### src/rtl/pbe_pkg.sv
// ----------------------------------------------------------------------------
// pbe_pkg
// Shared types, constants and helpers for the printable bitset engine.
// ----------------------------------------------------------------------------
package pbe_pkg;

  typedef enum logic [2:0] {
    KIND_APPEND = 3'd0,
    KIND_TEST   = 3'd1,
    KIND_NEXT   = 3'd2,
    KIND_SET    = 3'd3,
    KIND_CLEAR  = 3'd4,
    KIND_READ   = 3'd5,
    KIND_EMPTY  = 3'd6
  } kind_e;

  typedef enum logic [1:0] {
    ST_OK      = 2'd0,
    ST_RANGE   = 2'd1,
    ST_BADCHAR = 2'd2,
    ST_FULL    = 2'd3
  } status_e;

  localparam logic [7:0]  CH_BASE       = 8'h20;
  localparam logic [7:0]  CH_LAST       = 8'h5f;
  localparam logic [7:0]  CH_SPACE      = 8'h20;
  localparam logic [5:0]  SIX_MASK      = 6'h3f;
  localparam logic [10:0] MAX_BITS_RST  = 11'd1200;
  // floor(x/6) = (x*683) >> 12 for every 11-bit x
  localparam logic [9:0]  RECIP_6       = 10'd683;
  localparam int unsigned RECIP_SHIFT   = 12;
  localparam logic [11:0] RES_NONE      = 12'hfff;
  localparam int unsigned BITS_PER_CHAR = 6;

  // six payload bits carried by a stored character
  function automatic logic [5:0] six_of(input logic [7:0] c);
    logic [7:0] d;
    d = c - CH_BASE;
    return d[5:0] & SIX_MASK;
  endfunction

  function automatic logic [7:0] char_of(input logic [5:0] v);
    return {2'b00, v & SIX_MASK} + CH_BASE;
  endfunction

  // lowest set bit of a nonzero six-bit value
  function automatic logic [2:0] lowest_bit(input logic [5:0] v);
    logic [2:0] b;
    b = 3'd5;
    for (int i = 4; i >= 0; i--) begin
      if (v[i]) begin
        b = 3'(i);
      end
    end
    return b;
  endfunction

endpackage

### src/rtl/pbe_ram.sv
// ----------------------------------------------------------------------------
// pbe_ram
// Simple dual-port RAM: one write port, one read port with registered data.
// ----------------------------------------------------------------------------
module pbe_ram #(
  parameter int unsigned WIDTH = 8,
  parameter int unsigned DEPTH = 256,
  parameter int unsigned AW    = (DEPTH > 1) ? $clog2(DEPTH) : 1
) (
  input  logic             clk_i,
  input  logic             we_i,
  input  logic [AW-1:0]    waddr_i,
  input  logic [WIDTH-1:0] wdata_i,
  input  logic [AW-1:0]    raddr_i,
  output logic [WIDTH-1:0] rdata_o
);

  logic [WIDTH-1:0] mem_q [DEPTH];
  logic [WIDTH-1:0] rdata_q;

  always_ff @(posedge clk_i) begin
    if (we_i) begin
      mem_q[waddr_i] <= wdata_i;
    end
    rdata_q <= mem_q[raddr_i];
  end

  assign rdata_o = rdata_q;

endmodule

### src/rtl/printable_bitset_engine.sv
// ----------------------------------------------------------------------------
// printable_bitset_engine
// Bit string kept six bits per printable character, with find-next-set-bit.
// ----------------------------------------------------------------------------
// usage:
//   s_axis carries one command per transfer: tuser is the kind, tdata holds
//   bit_index and char_in. m_axis returns exactly one result per command:
//   tdata holds result_value, char_out and length_out, tuser the status.
//   cfg_we_i / cfg_wdata_i load max_bits; use only while idle (not enforced).
// timing:
//   one command is in flight at a time; s_axis_tready_o is low from accept
//   until the result has been moved into the output register, and the next
//   command can be taken in the same cycle as the result turns valid.
//   append, empty, and commands rejected up front: S_DIV, S_REM, S_DISP,
//   then S_OUT. test, read and clear: also one read of the character store
//   through its registered read port; clear then writes the character back.
//   set: first one space per character padded in (S_PAD), then the read and
//   the write back. find-next: one read per character visited, bounded by the length.
// reset: string length clears to zero, max_bits returns to 1200; the store
//   contents stay undefined and are only read below the length.
// stall: the result register holds while m_axis_tready_i is low; a finished
//   command waits until its result has a place in that register.
// ----------------------------------------------------------------------------
module printable_bitset_engine #(
  parameter  int unsigned MAX_CHARS = 256,
  localparam int unsigned LEN_W     = $clog2(MAX_CHARS + 1),
  localparam int unsigned OD_W      = ((20 + LEN_W + 7) / 8) * 8
) (
  input  logic            clk_i,
  input  logic            rst_ni,
  // configuration: max_bits
  input  logic            cfg_we_i,
  input  logic [10:0]     cfg_wdata_i,
  // commands
  input  logic            s_axis_tvalid_i,
  output logic            s_axis_tready_o,
  input  logic [23:0]     s_axis_tdata_i,  // [10:0] bit_index, [18:11] char_in
  input  logic [2:0]      s_axis_tuser_i,  // [2:0] kind
  // results
  output logic            m_axis_tvalid_o,
  input  logic            m_axis_tready_i,
  output logic [OD_W-1:0] m_axis_tdata_o,  // result_value, char_out, length_out
  output logic [1:0]      m_axis_tuser_o   // [1:0] status
);

  import pbe_pkg::*;

  localparam int unsigned ADDR_W = (MAX_CHARS > 1) ? $clog2(MAX_CHARS) : 1;
  localparam int unsigned CW     = (LEN_W > 11) ? LEN_W : 11;
  localparam int unsigned PW     = (CW > 12) ? CW : 12;
  localparam logic [CW-1:0] MAX_CW = CW'(MAX_CHARS);

  typedef enum logic [3:0] {
    S_IDLE,
    S_DIV,
    S_REM,
    S_DISP,
    S_PAD,
    S_RD,
    S_USE,
    S_OUT
  } state_e;

  state_e          state_q;
  kind_e           kind_q;
  logic [10:0]     idx_q;
  logic [7:0]      ch_q;
  logic [8:0]      pos_q;
  logic [2:0]      bit_q;
  logic [CW-1:0]   addr_q;
  logic [5:0]      mask_q;
  logic [LEN_W-1:0] len_q;
  logic [10:0]     max_bits_q;
  logic [11:0]     res_q;
  logic [7:0]      cout_q;
  status_e         status_q;
  logic            m_valid_q;
  logic [11:0]     m_res_q;
  logic [7:0]      m_cout_q;
  logic [1:0]      m_status_q;
  logic [LEN_W-1:0] m_len_q;

  // character store
  logic              ram_we;
  logic [ADDR_W-1:0] ram_waddr;
  logic [7:0]        ram_wdata;
  logic [7:0]        ram_rdata;

  logic [20:0]   prod;
  logic [10:0]   q6;
  logic [CW-1:0] len_cw;
  logic [CW-1:0] pos_cw;
  logic [CW-1:0] idx_cw;
  logic [CW-1:0] addr_inc;
  logic [5:0]    v_rd;
  logic [5:0]    v_hit;
  logic [5:0]    v_mod;
  logic [PW-1:0] addr_pw;
  logic [11:0]   base_bit;
  logic          out_free;
  logic          ch_bad;

  assign prod     = 21'(idx_q) * 21'(RECIP_6);
  assign q6       = 11'({2'b00, pos_q} * 11'd6);
  assign len_cw   = CW'(len_q);
  assign pos_cw   = CW'(pos_q);
  assign idx_cw   = CW'(idx_q);
  assign addr_inc = addr_q + CW'(1);
  assign v_rd     = six_of(ram_rdata);
  assign v_hit    = v_rd & mask_q;
  assign addr_pw  = PW'(addr_q);
  assign base_bit = 12'(addr_pw[11:0] * 12'(BITS_PER_CHAR));
  assign out_free = !m_valid_q || m_axis_tready_i;
  assign ch_bad   = (ch_q < CH_BASE) || (ch_q > CH_LAST);

  always_comb begin
    v_mod = v_rd & ~(6'b1 << bit_q);
    if (kind_q == KIND_SET) begin
      v_mod = v_rd | (6'b1 << bit_q);
    end
  end

  always_comb begin
    ram_we    = 1'b0;
    ram_waddr = len_q[ADDR_W-1:0];
    ram_wdata = CH_SPACE;
    case (state_q)
      S_DISP: begin
        if (kind_q == KIND_APPEND && !ch_bad && len_cw < MAX_CW) begin
          ram_we    = 1'b1;
          ram_wdata = ch_q;
        end
      end
      S_PAD: begin
        ram_we = (len_cw <= pos_cw);
      end
      S_USE: begin
        if (kind_q == KIND_SET || kind_q == KIND_CLEAR) begin
          ram_we    = 1'b1;
          ram_waddr = addr_q[ADDR_W-1:0];
          ram_wdata = char_of(v_mod);
        end
      end
      default: begin
        ram_we = 1'b0;
      end
    endcase
  end

  pbe_ram #(
    .WIDTH(8),
    .DEPTH(MAX_CHARS),
    .AW   (ADDR_W)
  ) u_store (
    .clk_i  (clk_i),
    .we_i   (ram_we),
    .waddr_i(ram_waddr),
    .wdata_i(ram_wdata),
    .raddr_i(addr_q[ADDR_W-1:0]),
    .rdata_o(ram_rdata)
  );

  always_ff @(posedge clk_i or negedge rst_ni) begin
    if (!rst_ni) begin
      max_bits_q <= MAX_BITS_RST;
    end else if (cfg_we_i) begin
      max_bits_q <= cfg_wdata_i;
    end
  end

  always_ff @(posedge clk_i or negedge rst_ni) begin
    if (!rst_ni) begin
      state_q    <= S_IDLE;
      len_q      <= '0;
      m_valid_q  <= 1'b0;
      kind_q     <= KIND_EMPTY;
      idx_q      <= '0;
      ch_q       <= '0;
      pos_q      <= '0;
      bit_q      <= '0;
      addr_q     <= '0;
      mask_q     <= SIX_MASK;
      res_q      <= '0;
      cout_q     <= '0;
      status_q   <= ST_OK;
      m_res_q    <= '0;
      m_cout_q   <= '0;
      m_status_q <= '0;
      m_len_q    <= '0;
    end else begin
      // the output step below reloads the register in its own cycle
      if (m_valid_q && m_axis_tready_i && state_q != S_OUT) begin
        m_valid_q <= 1'b0;
      end
      case (state_q)
        S_IDLE: begin
          if (s_axis_tvalid_i) begin
            kind_q   <= kind_e'(s_axis_tuser_i);
            idx_q    <= s_axis_tdata_i[10:0];
            ch_q     <= s_axis_tdata_i[18:11];
            res_q    <= '0;
            cout_q   <= '0;
            status_q <= ST_OK;
            mask_q   <= SIX_MASK;
            state_q  <= S_DIV;
          end
        end
        S_DIV: begin
          pos_q   <= prod[RECIP_SHIFT+8:RECIP_SHIFT];
          state_q <= S_REM;
        end
        S_REM: begin
          bit_q   <= 3'(idx_q - q6);
          state_q <= S_DISP;
        end
        S_DISP: begin
          state_q <= S_OUT;
          case (kind_q)
            KIND_APPEND: begin
              if (ch_bad) begin
                status_q <= ST_BADCHAR;
              end else if (len_cw >= MAX_CW) begin
                status_q <= ST_FULL;
              end else begin
                len_q <= len_q + LEN_W'(1);
              end
            end
            KIND_TEST: begin
              addr_q <= pos_cw;
              if (pos_cw < len_cw) begin
                state_q <= S_RD;
              end
            end
            KIND_NEXT: begin
              res_q <= RES_NONE;
              if (len_q != '0 && pos_cw < len_cw) begin
                if (idx_q == '0) begin
                  addr_q  <= '0;
                  state_q <= S_RD;
                end else if (bit_q == 3'd5) begin
                  addr_q <= pos_cw + CW'(1);
                  if (pos_cw + CW'(1) < len_cw) begin
                    state_q <= S_RD;
                  end
                end else begin
                  addr_q  <= pos_cw;
                  mask_q  <= 6'(SIX_MASK << (bit_q + 3'd1));
                  state_q <= S_RD;
                end
              end
            end
            KIND_SET: begin
              addr_q <= pos_cw;
              if (idx_q > max_bits_q) begin
                status_q <= ST_RANGE;
              end else if (pos_cw >= MAX_CW) begin
                status_q <= ST_FULL;
              end else begin
                state_q <= S_PAD;
              end
            end
            KIND_CLEAR: begin
              addr_q <= pos_cw;
              if (idx_q > max_bits_q) begin
                status_q <= ST_RANGE;
              end else if (pos_cw < len_cw) begin
                state_q <= S_RD;
              end
            end
            KIND_READ: begin
              addr_q <= idx_cw;
              if (idx_cw < len_cw) begin
                state_q <= S_RD;
              end
            end
            KIND_EMPTY: begin
              len_q <= '0;
            end
            default: begin
              state_q <= S_OUT;
            end
          endcase
        end
        S_PAD: begin
          // spaces go in until the target character exists
          if (len_cw <= pos_cw) begin
            len_q <= len_q + LEN_W'(1);
          end else begin
            state_q <= S_RD;
          end
        end
        S_RD: begin
          state_q <= S_USE;
        end
        S_USE: begin
          state_q <= S_OUT;
          case (kind_q)
            KIND_TEST: begin
              res_q <= {11'b0, v_rd[bit_q]};
            end
            KIND_READ: begin
              cout_q <= ram_rdata;
            end
            KIND_NEXT: begin
              if (v_hit != '0) begin
                res_q <= base_bit + 12'(lowest_bit(v_hit));
              end else begin
                mask_q <= SIX_MASK;
                addr_q <= addr_inc;
                if (addr_inc < len_cw) begin
                  state_q <= S_RD;
                end
              end
            end
            default: begin
              state_q <= S_OUT;
            end
          endcase
        end
        S_OUT: begin
          if (out_free) begin
            m_valid_q  <= 1'b1;
            m_res_q    <= res_q;
            m_cout_q   <= cout_q;
            m_status_q <= status_q;
            m_len_q    <= len_q;
            state_q    <= S_IDLE;
          end
        end
        default: begin
          state_q <= S_IDLE;
        end
      endcase
    end
  end

  assign s_axis_tready_o = (state_q == S_IDLE);
  assign m_axis_tvalid_o = m_valid_q;
  assign m_axis_tdata_o  = OD_W'({m_len_q, m_cout_q, m_res_q});
  assign m_axis_tuser_o  = m_status_q;

  // length never runs past the store
  a_len_bound : assert property (@(posedge clk_i) disable iff (!rst_ni)
    len_q <= LEN_W'(MAX_CHARS))
    else $error("string length exceeds store depth");

  // a result only appears after the output step of a command
  a_result_origin : assert property (@(posedge clk_i) disable iff (!rst_ni)
    $rose(m_valid_q) |-> $past(state_q == S_OUT))
    else $error("result without a finished command");

  // one command at a time
  a_one_in_flight : assert property (@(posedge clk_i) disable iff (!rst_ni)
    (s_axis_tvalid_i && s_axis_tready_o) |=> !s_axis_tready_o)
    else $error("second command taken while busy");

  // the store is written only while a command is being worked on
  a_write_busy : assert property (@(posedge clk_i) disable iff (!rst_ni)
    ram_we |-> (state_q != S_IDLE && state_q != S_OUT))
    else $error("store write outside a command");

endmodule
### config.mk
export PLATFORM = sky130hd
export DESIGN_NAME = printable_bitset_engine
export DESIGN_NICKNAME = d
export VERILOG_FILES = /design/src/rtl/pbe_pkg.sv /design/src/rtl/pbe_ram.sv /design/src/rtl/printable_bitset_engine.sv
export SDC_FILE = /design/constraint.sdc
export NUM_CORES = 2
export LEC_CHECK = 0
export ABC_AREA = 0
export CORE_MARGIN = 10
export CORE_UTILIZATION = 63
export DETAILED_ROUTE_END_ITERATION = 8
export DONT_BUFFER_PORTS = 1
export PLACE_DENSITY = 0.79
export SLEW_MARGIN = 20
export SYNTH_ARGS = -nofsm -noshare
export SYNTH_HDL_FRONTEND = slang
export SYNTH_SLANG_ARGS = --single-unit
### constraint.sdc
create_clock -name clk_i -period 24 [get_ports clk_i]
set_clock_uncertainty 0.1 [all_clocks]
set_input_delay 2.4 -clock clk_i [delete_from_list [all_inputs] [get_ports clk_i]]
set_output_delay 2.4 -clock clk_i [all_outputs]
set_load 0.02 [all_outputs]
# Yosys cells after proc, flatten, opt, wreduce, memory -nomap -nowiden
# Memories as Yosys holds them, arrays and structs flattened. A register that Yosys moved wholly into a read port is not among the register bits.
# Index checks and enable logic that the tools add are counted.
# classes
bitwise	4
multipliers	3
shift	2
muxes	77
add_sub_neg	8
reduce_logical	30
eq_ne	37
n_lt_le_gt_ge	12
# ops
cell	count
6-bit 2-to-1 mux	8
8-bit 2-to-1 mux	5
12-bit 2-to-1 mux	3
12-bit one-hot mux with 3 select lines	1
9-bit one-hot mux with 2 select lines	2
11-bit 2-to-1 mux	3
11-bit one-hot mux with 3 select lines	1
4-bit one-hot mux with 8 select lines	1
8-bit one-hot mux with 2 select lines	2
2-bit 2-to-1 mux	15
9-bit 2-to-1 mux	3
4-bit 2-to-1 mux	6
12-bit one-hot mux with 2 select lines	1
11-bit by 9-bit < comparator with 1-bit output	2
11-bit one-hot mux with 2 select lines	1
11-bit by 10-bit multiplier with 21-bit output, second input constant	1
3-bit 2-to-1 mux	7
10-bit 2-to-1 mux	2
4-bit one-hot mux with 5 select lines	1
9-bit greater-or-equal comparator, second input constant	2
6-bit one-hot mux with 3 select lines	1
4-bit by 3-bit equality test with 1-bit output, second input constant	4
2-bit != test, second input constant	8
3-bit != test, second input constant	5
other kinds (56)	88
# totals
input_bits	43
word_cells	192
n_memories	1
out_inout_bits	36
ff_bits	129
ram_bits	2048
# mem_list
memory	depth	width	rd	rd_ports_with_merged_regs	wr	line_no	rtl
u_store.mem_q	256	8	1	1	1	pbe_ram.sv:18	logic [WIDTH-1:0] mem_q [DEPTH];

# Logic depth before layout (Yosys ltp)
# logic_depth
depth_word	14
ltp_mapped	18
mapped_depth_nobuf	18

# Hierarchy
# Synthesis repeated with hierarchy kept, for this count alone.
# hier_totals
hier_cells	4771
hier_area_um2	89539.6
# by_module_without_submodules
mod	cells_per_inst	instances	area_each_um2
pbe_ram	3733	1	79556.3
printable_bitset_engine	1038	1	9983.3

# Worst setup path before layout
# OpenSTA, ideal clock, no wires.
# synth_path
path_type	register -> register
startpoint	register kind_q[1]
endpoint	memory u_store.mem_q[0][6], data pin
path_slack_ps	6980
path_stages_with_launch	8
path_buffers	2
synth_period_minus_slack_ps	17020
t_arrival_ps	16361
path_cell_list	dfstp_2 > clkbuf_1 > nor2_1 > nand2_1 > a21oi_1 > clkbuf_1 > a22oi_1 > inv_1
# synth_between
elab_chain_cells	5
word_cells_on_any_way	11
cone_classes	add/sub: 1; eq/ne: 2; mux: 4; reduce/logical: 4
# synth_rtl
element	line_no	rtl
start: declaration	printable_bitset_engine.sv:65	kind_e kind_q;
start signal: assignment	printable_bitset_engine.sv:198	kind_q <= kind_e'(s_axis_tuser_i);
3-bit by 2-bit equality test with 1-bit output or 3-bit logical NOT (tied branches)	printable_bitset_engine.sv:118, printable_bitset_engine.sv:138, printable_bitset_engine.sv:129	
6-bit 2-to-1 mux or 1-bit logical AND (tied branches)	printable_bitset_engine.sv:118, printable_bitset_engine.sv:129	
6-bit by 6-bit adder with 7-bit output or 1-bit logical AND (tied branches)	pbe_pkg.sv:43, printable_bitset_engine.sv:129	
7-bit 2-to-1 mux or 8-bit 2-to-1 mux (tied branches)	printable_bitset_engine.sv:138, printable_bitset_engine.sv:129	
8-bit one-hot mux with 2 select lines (*)	printable_bitset_engine.sv:127	case (state_q)
net ram_wdata[6]	printable_bitset_engine.sv:86	logic [7:0] ram_wdata;
end: declaration	pbe_ram.sv:18	
# Mark *: on every way through the listed nets, which the timed path passes. The rest lies on a longest branch.

==> flow_summary.json <==
{
  "outcome": "completed",
  "netlist-cell-type-count": 70,
  "min_from": "mask_q[3]$_DFFE_PN1P_",
  "max_stage_delay_ps": 870,
  "grt_overflow_total": 0,
  "cts_resized": 0,
  "vias": 45000,
  "syn2layout_area_growth_pct": 10.8,
  "pwr_density_cell_nw_per_um2": 121,
  "ios": 79,
  "fin_crit_ps": 5910,
  "insertion_delay_ps": 830,
  "yosys.area.top_type": "edfxtp_1",
  "ys.flop_type": "edfxtp_1",
  "max_freq_mhz": 169,
  "end_kind": "flip-flop",
  "cts.clk_slew.worst_paths_ps": 70,
  "portBuffers": 0,
  "htree_levels": 4,
  "synth_edf_count": 2048,
  "synth_top_area_share_pct": 69.1,
  "grt_pass1_vias": 45400,
  "seqPwrFrac_pct": 38.7,
  "hold_buffers": 0,
  "dp_hpwl_mm": 117,
  "max_slew_margin_pct": 15.1,
  "tightest_slew_ps": 1270,
  "cp_cell_sequence": "buf_12 -> buf_4 -> buf_4 -> mux4_2 -> mux4_2 -> mux4_2 -> a22oi_1 -> nand2_1",
  "fin_nets": 4804,
  "crit_arrival_ps": 6500,
  "grt_pass1_wl_mm": 317,
  "reg2reg_from": "addr_q[0]$_DFFE_PN0P_",
  "synth_area_um2": 89100,
  "setup_viol": 0,
  "dieArea_um2": 157000,
  "drive_gt1_share_pct": 23.4,
  "fin_area_um2": 98600,
  "seq_area_frac_synth_pct": 72.9,
  "synthCells": 4318,
  "cp_slowest_cell": "buf_4",
  "cts_made_buffers": 207,
  "gp_congestion": 0.894,
  "synthTopCellsByArea": "edfxtp_1 69%, mux4_2 17%, dfrtp_1 3.3%",
  "die_h_um": 396,
  "drv_slew": 0,
  "clkSinkCount": 2184,
  "wl_per_cell_um": 32.4,
  "cts_buffer_depth": 3,
  "hold_viol_final": 0,
  "critPathBufInv": 3,
  "first_iter_violations": 5557,
  "critPathLaunch": "addr_q[0]$_DFFE_PN0P_",
  "hold_path.class": "reg2reg",
  "drc": 0,
  "placed_area_um2": 91900,
  "grt_max_degree": 257,
  "comb_power_share_pct": 34.0,
  "yosys_warnings": 0,
  "rsz0062_at_grt": "no",
  "setup_tns_ps": 0,
  "core_um2": 140000,
  "cts_setup_buffers": 0,
  "pwr-share-clk_pct": 27.4,
  "ir_drop_mv": 0.256,
  "final_cells": 6647,
  "startpoint_type": "flip-flop",
  "power.net_switching_uw": 3960,
  "internal-power_uw": 7990,
  "viasPerCell": 6.77,
  "fin_crit_sh_pct": 24.6,
  "ant_nets": 0,
  "p_leak_uw": 0.0318,
  "ys_ff_latch": 2184,
  "dp_cells": 6265,
  "cts_root_buffer": "clkbuf_16",
  "final_core_util_pct": 70.4,
  "start_util_pct": 63.6,
  "worstPathMaxFanout": 101,
  "cp_top_family": "buffers and inverters",
  "cap_viol_max_count": 0,
  "grt_usage_pct": 27.7,
  "first_pass_iters": 6,
  "path_class": "reg2reg",
  "netSwitchingFraction_pct": 33.1,
  "required_ps": 24590,
  "row_count": 137,
  "die_w_um": 396,
  "postRouteWirelength_mm": 216,
  "cts_tree": "yes",
  "crit_top_cell": "mux4_2",
  "async_reset_ff_share_pct": 5.86,
  "syn_area_per_cell_um2": 20.6,
  "antenna_found_initial": 7
}
## power by group through the flow
stage | logic (uW) | clock network, uW | registers [uW]
6_report | 4060 | 3270 | 4620
5_1_grt | 4370 | 3430 | 4640
4_1_cts | 4050 | 3290 | 4620
3_5_place_dp | 3980 | 0 | 4700
3_3_place_gp | 3900 | 0 | 4690
2_1_floorplan | 2910 | 0 | 4630
## stage by stage
stage	total power, uW	setup WS [ps]	hold slack, ps
5_1_grt	12400	17590	406
2_1_floorplan	7540	6980	333
6_report	12000	18090	380
3_3_place_gp	8600	18030	360
3_5_place_dp	8680	18010	370
4_1_cts	12000	17960	381
## state kept, by name (all words and copies together), names as in the netlist, 3 cells and up
register and cells:
u_store.mem_q 2048, m_res_q 12, res_q 12, addr_q 11, idx_cw 11, max_bits_q 11, len_q 9, m_len_q 9
pos_q 9, ch_q 8, cout_q 8, m_cout_q 8, u_store.rdata_o 8, mask_q 6, bit_q 3, kind_q 3
state_q 3
## final cells by class
type                    instances  area (um2)
repair buffers                 46         464
multi-input cells            2058       23800
well taps                    1876        2350
clock inverters               118        1250
inverters                     103         394
flip-flops and latches       2184       64900
clock buffers                 260        5460
diodes                          2        5.00
fillers                      8037       41400
## layer usage
metal / vias up / global-route usage (%) / share of wire, %
met2: 3056 / 44.4 / 49
li1: 18100 / - / -
met1: 23400 / 38.2 / 36
met3: 495 / 5.60 / 11
met4: 8 / 10.2 / 4.0
met5: - / 0 / 0.026
## worst min-delay path: cells and delay by family, from the launching register on
kind	cells	cell delay [ps]
compound gates	1	50
buf+inv	1	50
flops	1	380
## cells by family (layout without fill, tap and decap cells)
kind of cell / count (synthesis) / after routing / share of synthesized area (%)
XOR/XNOR: 44 / 44 / 0.433
AND/OR/NAND/NOR: 577 / 577 / 2.78
other: 1 / 261 / 0.00421
AO/OA/AOI/OAI: 286 / 286 / 2.07
adder cells (fa/ha/maj): 161 / 161 / 2.50
buffers and inverters: 334 / 527 / 1.62
multiplexers: 731 / 731 / 17.7
flip-flops: 2184 / 2184 / 72.9
## cell usage in the layout, fill, tap and decap left out, types with 28 or more instances in the layout
master	instances
nand2_1	123
ha_1	133
inv_1	101
edfxtp_1	2048
conb_1	259
mux4_2	672
clkinv_2	32
clkbuf_1	47
clkinv_1	42
dfrtp_1	110
o21ai_0	80
fa_1	28
nor2_1	305
mux2_2	55
a21oi_1	61
buf_4	37
clkbuf_16	209
xnor2_1	31
nand3_1	37
## worst paths after layout
check,to,slack (ps),cells past startpoint
setup / recovery,u_store.rdata_o[4]$_DFF_P_,18090,8
hold / removal,mask_q[3]$_DFFE_PN1P_,380,2
setup reg to reg,u_store.rdata_o[4]$_DFF_P_,18090,8
hold reg to reg,mask_q[3]$_DFFE_PN1P_,380,2
max in group asynchronous,max_bits_q[10]$_DFFE_PN1P_,22410,0
min in group asynchronous,idx_cw[5]$_DFFE_PN0P_,1170,0
## cell usage after synthesis, drive strengths merged (8+ instances only)
cell / n
nand3: 37
nor2: 307
nor2b: 11
a22o: 10
a211oi: 9
a221oi: 8
mux2: 55
a22oi: 21
a21oi: 61
clkbuf: 127
dfstp: 12
nand2: 139
xnor2: 31
o21ai: 89
mux4: 672
dfrtp: 116
nor3: 19
a21o: 17
dfxtp: 8
fa: 28
nand3b: 8
inv: 103
edfxtp: 2048
o31ai: 15
xor2: 13
buf: 104
and3: 11
ha: 133
Note: power is estimated with default switching activity, not from simulation.
